`config.mk`:
```
export PLATFORM = sky130hd
export DESIGN_NAME = fskm_seq
export DESIGN_NICKNAME = d
export VERILOG_FILES = /design/src/fskm_pkg.sv /design/src/fskm_seq.sv
export SDC_FILE = /design/constraint.sdc
export NUM_CORES = 1
export LEC_CHECK = 0
export BUFFER_PORTS_ARGS = -buffer_cell sky130_fd_sc_hd__buf_2
export CORE_MARGIN = 2
export CORE_UTILIZATION = 57
export CTS_CLUSTER_DIAMETER = 200
export CTS_CLUSTER_SIZE = 14
export DETAILED_ROUTE_END_ITERATION = 10
export GPL_ROUTABILITY_DRIVEN = 0
export GPL_TIMING_DRIVEN = 0
export HOLD_SLACK_MARGIN = 0.05
export PLACE_DENSITY = 0.83
export SYNTH_ARGS = -nofsm -noshare
export SYNTH_HDL_FRONTEND = slang
export SYNTH_SLANG_ARGS = --single-unit
export TNS_END_PERCENT = 10
```
`constraint.sdc`:
```
create_clock -name clock -period 12.4 [get_ports clock]
set_clock_uncertainty 0.2 [all_clocks]
set_input_delay 0 -clock clock [delete_from_list [all_inputs] [get_ports clock]]
set_output_delay 0 -clock clock [all_outputs]
set_load 0.02 [all_outputs]
```
`src/fskm_pkg.sv`:
```
// ----------------------------------------------------------------------------
// fskm_pkg
// Shared types, register codes, tone codes and the quarter-sine polynomial
// for the FSK asynchronous serial modulator.
// ----------------------------------------------------------------------------
package fskm_pkg;

   // Default structural parameters
   localparam int PHASE_BITS_DEF       = 24;
   localparam int SINE_TABLE_DEPTH_DEF = 1024;
   localparam int DATA_BITS_DEF        = 8;

   // Configuration port geometry
   localparam int CSR_INDEX_W = 3;
   localparam int CSR_DATA_W  = 24;

   // Register indexes
   localparam logic [CSR_INDEX_W-1:0] CSR_BAUD_LEN    = 3'd0;
   localparam logic [CSR_INDEX_W-1:0] CSR_LEAD_SLOTS  = 3'd1;
   localparam logic [CSR_INDEX_W-1:0] CSR_TAIL_SLOTS  = 3'd2;
   localparam logic [CSR_INDEX_W-1:0] CSR_MARK_STEP   = 3'd3;
   localparam logic [CSR_INDEX_W-1:0] CSR_SPACE_STEP  = 3'd4;
   localparam logic [CSR_INDEX_W-1:0] CSR_ALT_STEP    = 3'd5;
   localparam logic [CSR_INDEX_W-1:0] CSR_AMPLITUDE   = 3'd6;
   localparam logic [CSR_INDEX_W-1:0] CSR_DC_OFFSET   = 3'd7;

   // Register reset values
   localparam logic [15:0]        RST_BAUD_LEN    = 16'd147;
   localparam logic [3:0]         RST_LEAD_SLOTS  = 4'd1;
   localparam logic [3:0]         RST_TAIL_SLOTS  = 4'd0;
   localparam logic [23:0]        RST_STEP        = 24'd0;
   localparam logic [14:0]        RST_AMPLITUDE   = 15'd32767;
   localparam logic signed [15:0] RST_DC_OFFSET   = 16'sd0;

   // Debug characters
   localparam logic [7:0] CH_ALT    = 8'h26;   // '&' alternate tone
   localparam logic [7:0] CH_SILENT = 8'h7E;   // '~' silence
   localparam logic [7:0] CH_MARK   = 8'h40;   // '@' mark
   localparam logic [7:0] CH_SPACE  = 8'h5E;   // '^' space

   // Tone kinds of the slot sequence
   localparam logic [1:0] TONE_FRAME  = 2'd0;
   localparam logic [1:0] TONE_ALT    = 2'd1;
   localparam logic [1:0] TONE_SILENT = 2'd2;
   localparam logic [1:0] TONE_DEBUG  = 2'd3;

   localparam int PCM_LIMIT = 32767;

   localparam longint Q30_ONE = 64'sd1073741824;

   typedef struct packed {
      logic [15:0]        baud_len;
      logic [3:0]         lead_slots;
      logic [3:0]         tail_slots;
      logic [23:0]        mark_step;
      logic [23:0]        space_step;
      logic [23:0]        alt_step;
      logic [14:0]        amplitude;
      logic signed [15:0] dc_offset;
   } cfg_type;

   // Per-transaction status from the slot sequencer
   typedef struct packed {
      logic sine_en;    // a slot is under way: add the tone to this tick
      logic accepted;   // load taken
      logic busy;       // still sending after this transaction
   } seq_stat_type;

   // sin(pi/2 * f) in Q30, odd degree-9 polynomial, truncating products.
   // Evaluated at elaboration only, to fill the quarter-wave table.
   function automatic longint quarter_sine_q30(longint f);
      longint x2;
      longint p;
      x2 = f * f / Q30_ONE;
      p  = 64'sd172272;
      p  = -64'sd5026995 + p * x2 / Q30_ONE;
      p  = 64'sd85569306 + p * x2 / Q30_ONE;
      p  = -64'sd693598668 + p * x2 / Q30_ONE;
      p  = 64'sd1686629713 + p * x2 / Q30_ONE;
      p  = p * f / Q30_ONE;
      if (p < 0) p = 0;
      if (p > Q30_ONE) p = Q30_ONE;
      return p;
   endfunction

endpackage

```
`src/fskm_seq.sv`:
```
// ----------------------------------------------------------------------------
// fskm_seq
// Slot sequencer: frame state, baud counter, tone selection and phase
// accumulator. Updates once per processed transaction.
// ----------------------------------------------------------------------------
module fskm_seq
   import fskm_pkg::*;
#(
   parameter int PHASE_BITS = PHASE_BITS_DEF,
   parameter int DATA_BITS  = DATA_BITS_DEF
) (
   input  logic                  clock,
   input  logic                  reset,
   input  logic                  fire,
   input  logic                  action,
   input  logic [7:0]            char_byte,
   input  cfg_type               cfg,
   output logic [PHASE_BITS-1:0] phase,
   output seq_stat_type          stat
);

   localparam logic [5:0] FRAME_FIXED = 6'(DATA_BITS + 2);

   logic [7:0]            char_hold_ff,    char_hold_in;
   logic [5:0]            slot_index_ff,   slot_index_in;
   logic [5:0]            slot_total_ff,   slot_total_in;
   logic [1:0]            tone_kind_ff,    tone_kind_in;
   logic [15:0]           sample_count_ff, sample_count_in;
   logic [PHASE_BITS-1:0] phase_acc_ff,    phase_acc_in;
   logic                  sending_ff,      sending_in;

   logic        slot_mark;
   logic [5:0]  pad;
   logic [5:0]  bit_off;
   logic [23:0] step;
   logic [15:0] spb;
   logic [15:0] count_inc;
   logic [5:0]  index_inc;
   logic        slot_end;

   // Level of the current slot
   always_comb begin
      pad     = 6'(cfg.lead_slots);
      bit_off = slot_index_ff - pad - 6'd1;
      if (tone_kind_ff == TONE_DEBUG) begin
         slot_mark = (char_hold_ff == CH_MARK);
      end else if (slot_index_ff < pad) begin
         slot_mark = 1'b1;
      end else if (slot_index_ff == pad) begin
         slot_mark = 1'b0;
      end else if (bit_off < 6'(DATA_BITS)) begin
         slot_mark = char_hold_ff[bit_off[2:0]];
      end else begin
         slot_mark = 1'b1;
      end
   end

   // Phase increment for this tick
   always_comb begin
      unique case (tone_kind_ff)
         TONE_ALT:    step = cfg.alt_step;
         TONE_SILENT: step = '0;
         TONE_FRAME,
         TONE_DEBUG:  step = slot_mark ? cfg.mark_step : cfg.space_step;
      endcase
   end

   assign spb       = (cfg.baud_len == '0) ? 16'd1 : cfg.baud_len;
   assign count_inc = sample_count_ff + 16'd1;
   assign index_inc = slot_index_ff + 6'd1;
   assign slot_end  = (count_inc >= spb) || (count_inc == '0);

   // Next state
   always_comb begin
      char_hold_in    = char_hold_ff;
      slot_index_in   = slot_index_ff;
      slot_total_in   = slot_total_ff;
      tone_kind_in    = tone_kind_ff;
      sample_count_in = sample_count_ff;
      phase_acc_in    = phase_acc_ff;
      sending_in      = sending_ff;
      if (fire && action && !sending_ff) begin
         // start a frame or a single debug slot
         char_hold_in    = char_byte;
         slot_index_in   = '0;
         sample_count_in = '0;
         phase_acc_in    = '0;
         sending_in      = 1'b1;
         slot_total_in   = 6'd1;
         priority if (char_byte == CH_ALT) begin
            tone_kind_in = TONE_ALT;
         end else if (char_byte == CH_SILENT) begin
            tone_kind_in = TONE_SILENT;
         end else if (char_byte == CH_MARK || char_byte == CH_SPACE) begin
            tone_kind_in = TONE_DEBUG;
         end else begin
            tone_kind_in  = TONE_FRAME;
            slot_total_in = 6'(cfg.lead_slots) + FRAME_FIXED + 6'(cfg.tail_slots);
         end
      end else if (fire && !action && sending_ff) begin
         // advance one sample; at slot end restart phase and move to next slot
         if (slot_end) begin
            sample_count_in = '0;
            phase_acc_in    = '0;
            slot_index_in   = index_inc;
            if (index_inc >= slot_total_ff || index_inc == '0) begin
               sending_in = 1'b0;
            end
         end else begin
            sample_count_in = count_inc;
            phase_acc_in    = phase_acc_ff + PHASE_BITS'(step);
         end
      end
   end

   always_ff @(posedge clock) begin
      if (reset) begin
         char_hold_ff    <= '0;
         slot_index_ff   <= '0;
         slot_total_ff   <= '0;
         tone_kind_ff    <= TONE_FRAME;
         sample_count_ff <= '0;
         phase_acc_ff    <= '0;
         sending_ff      <= 1'b0;
      end else begin
         char_hold_ff    <= char_hold_in;
         slot_index_ff   <= slot_index_in;
         slot_total_ff   <= slot_total_in;
         tone_kind_ff    <= tone_kind_in;
         sample_count_ff <= sample_count_in;
         phase_acc_ff    <= phase_acc_in;
         sending_ff      <= sending_in;
      end
   end

   assign phase         = phase_acc_ff;
   assign stat.sine_en  = sending_ff;
   assign stat.accepted = action && !sending_ff;
   assign stat.busy     = sending_in;

endmodule

```
==> flow_metrics.tcl <==
set metrics [dict create \
    status "completed" \
    dieWidth_um 102.8 \
    use_met2 0.5410 \
    worst-setup-path-type "flip-flop to flip-flop" \
    grt_usage 0.3016 \
    area_growth_pct 23.65 \
    synth_top_family_by_area "simple AND/OR/NAND/NOR gates" \
    finalHoldWorstSlack_ns 0.06162 \
    cts_tree "built" \
    fin_tns_setup_ns 0 \
    worstSkewPairLatency_ns 0.36 \
    ys_seq_area_frac 0.2268 \
    use_met1 0.3555 \
    gr-max-usage-layer "met2" \
    synth_warnings 0 \
    nFillCells 769 \
    p_int_uw 380.0 \
    cts.hold.buffers_added 25 \
    slew_headroom 0.3320 \
    combPwrFrac 0.223 \
    p_leak_nw 3.425 \
    r2r_start "slot_index_ff[0]" \
    arrival_ns 6.41 \
    crit_start "slot_index_ff[0]" \
    first_pass_iters 5 \
    place_ws_ns 6.109 \
    seqCellArea_um2 1261 \
    wire_per_inst_um 15.46 \
    syn-cell-area_um2 5560 \
    synthCells 712 \
    placeableCoreArea_um2 9639 \
    max_freq_mhz 157.2 \
    synth_simple_gate_area_share 0.2295 \
    clock_path_buffers 2 \
    synthXorXnorAreaFrac 0.07516 \
    die_h_um 102.8 \
    ys_types 68 \
    cp-end-kind "flip-flop" \
    grt_setup_unrepaired "false" \
    synth_top_area_share 0.2268 \
    final_common_cell "buf_2" \
    worst_slack_ns 6.040 \
    start_kind "flip-flop" \
    postCtsResizedCells 0 \
    overflow 0 \
    p_sw_frac 0.2842 \
    placed_area_um2 6397 \
    drc 0 \
    numCtsBuffers 9 \
    grt_pass1_wl_um 25230 \
    drtIter0Drc 296 \
    cp_max_fo 10 \
    start_util 0.5768 \
    worstRegToRegCells 23 \
    reg2reg_slack_ns 6.04 \
    antenna_found_initial 0 \
    final_cell_mix "buf_2, nand2_1, dfxtp_1" \
    drt_wl_total_um 15770 \
    synthTopCellsByArea "dfxtp_1, ha_1, nand2_1" \
    cts_setup_buffers 0 \
    clk_pin_slew_ns 0.07 \
    drive_gt1_frac 0.2086 \
    tightest_slew_ns 1.000 \
    pin_count 166 \
    ant_nets 0 \
    report.final.slew_viol_count 0 \
    multi_input_area_um2 3969 \
    syn_avg_cell_area_um2 7.809 \
    hpwlAfterDp_um 11730 \
    rows 36 \
    synth_edf_count 0 \
    fin_crit_sh 0.5129 \
    synthMuxAreaShare 0.06053 \
    p_clk_frac 0.382 \
    cap_viol_max_count 0 \
    io_buffers 134 \
    finalSetupViolCount 0 \
    clock-root-buffer "clkbuf_8" \
    power_density_nw_per_um2 77.22 \
    ys.flop_type "dfxtp_1" \
    seqPwrFrac 0.396 \
    hp-start "cfg[110]" \
    synth_fa_ha_area_frac 0.1481 \
    fp.dieArea_um2 10560 \
    cts.sink_count 63 \
    antenna-diode-count 0 \
    first_global_vias 5720 \
    min_path_cells 5 \
    p_sw_uw 150.9 \
    crit_required_ns 12.45 \
    vias_per_cell 5.749 \
    min_path_type "input pin to flip-flop" \
    finalHoldViolCount 0 \
    synth_fp_nets 915 \
    synth.largest_area_cell "dfxtp_1" \
    synth_compound_area_frac 0.2005 \
    grt_max_degree 11 \
    fin_area_um2 6875 \
    fin_nets 1085 \
    synth-seq-cells 63 \
    h-tree-depth 3 \
    r2r_end "phase[22]" \
    via_count 5864 \
    fin_crit_ns 6.360 \
    min_to "slot_total_ff[4]" \
    met3_usage 0.04000 \
    async_flop_share 0 \
    ir_drop_v 0.00005858 \
]
-- worst max-delay path, stage by stage, from the launching register on --
cell	delay, ns
dfxtp_1	0.42
ha_1	0.20
inv_1	0.05
fa_1	0.50
mux4_2	0.35
mux2_2	0.14
nor3_1	0.05
o311ai_2	0.85
buf_2	0.45
mux2i_1	0.21
o21ai_0	0.09
ha_1	0.24
inv_1	0.08
fa_1	0.21
nor2b_1	0.06
o21a_1	0.18
o21ai_0	0.35
a21oi_1	0.16
o311a_1	0.37
a41o_1	0.27
a31oi_1	0.25
o21ai_0	0.19
mux2i_1	0.15
a31o_2	0.22
-- sequential cells by signal (all words and copies together), names as in the netlist --
signal           count
sample_count_ff     16
sending_ff           1
phase               24
slot_total_ff        6
char_hold_ff         8
tone_kind_ff         2
slot_index_ff        6
-- worst max path at each step --
| stage | slack (ns) | endpoint |
|---|---|---|
| final | 6.04 | phase[22] |
| after detailed placement | 6.11 | phase[22] |
| after global placement | 6.24 | phase[22] |
| after global routing | 5.81 | phase[23] |
| after CTS | 6.07 | phase[22] |
| after floorplan | 7.06 | phase[22] |
-- stage by stage --
stage                       util  power [mW]  instances
after floorplan                -      0.2834        712
after global placement    0.6637      0.3185        979
after detailed placement  0.6637      0.3231        979
after CTS                 0.7133      0.5281       1020
after global routing      0.7133      0.5519       1020
final                     0.7133      0.5309       1020
-- power by group through the flow --
stage	registers [mW]	logic, mW	clock network (mW)
6_report	0.210	0.118	0.203
3_3_place_gp	0.214	0.104	0
4_1_cts	0.210	0.116	0.203
5_1_grt	0.210	0.131	0.210
2_1_floorplan	0.215	0.0683	0
3_5_place_dp	0.215	0.109	0
-- metal layers --
metal | vias to the layer above | part of all wire
met5 | - | 0
met4 | 0 | 0.034
met3 | 47 | 0.065
met2 | 246 | 0.49
met1 | 2699 | 0.41
li1 | 2872 | -
-- area by class of cell --
type	count	share of cell area
plain buffers	36	0.02566
clock buffers	14	0.02803
flip-flops and latches	63	0.1834
multi-input cells	572	0.5773
inverters	41	0.02238
clock inverters	2	0.005096
well taps	133	0.02420
repair buffers	159	0.1339
-- cell families after synthesis --
kind of cell,count (synthesis)
flip-flops,63
XOR/XNOR,46
buffers and inverters,77
AND/OR/NAND/NOR,250
multiplexers,31
adder cells (fa/ha/maj),64
AO/OA/AOI/OAI,181
-- cells in the mapped netlist, drive strengths merged (13+ instances only) --
cell	number
nand3	35
a21oi	55
inv	41
nor2b	13
dfxtp	63
a21o	22
a22oi	13
xnor2	28
mux2i	28
clkbuf	25
nor2	48
o21ai	51
nand2	90
ha	61
xor2	18
Note: power is estimated with default switching activity, not from simulation.
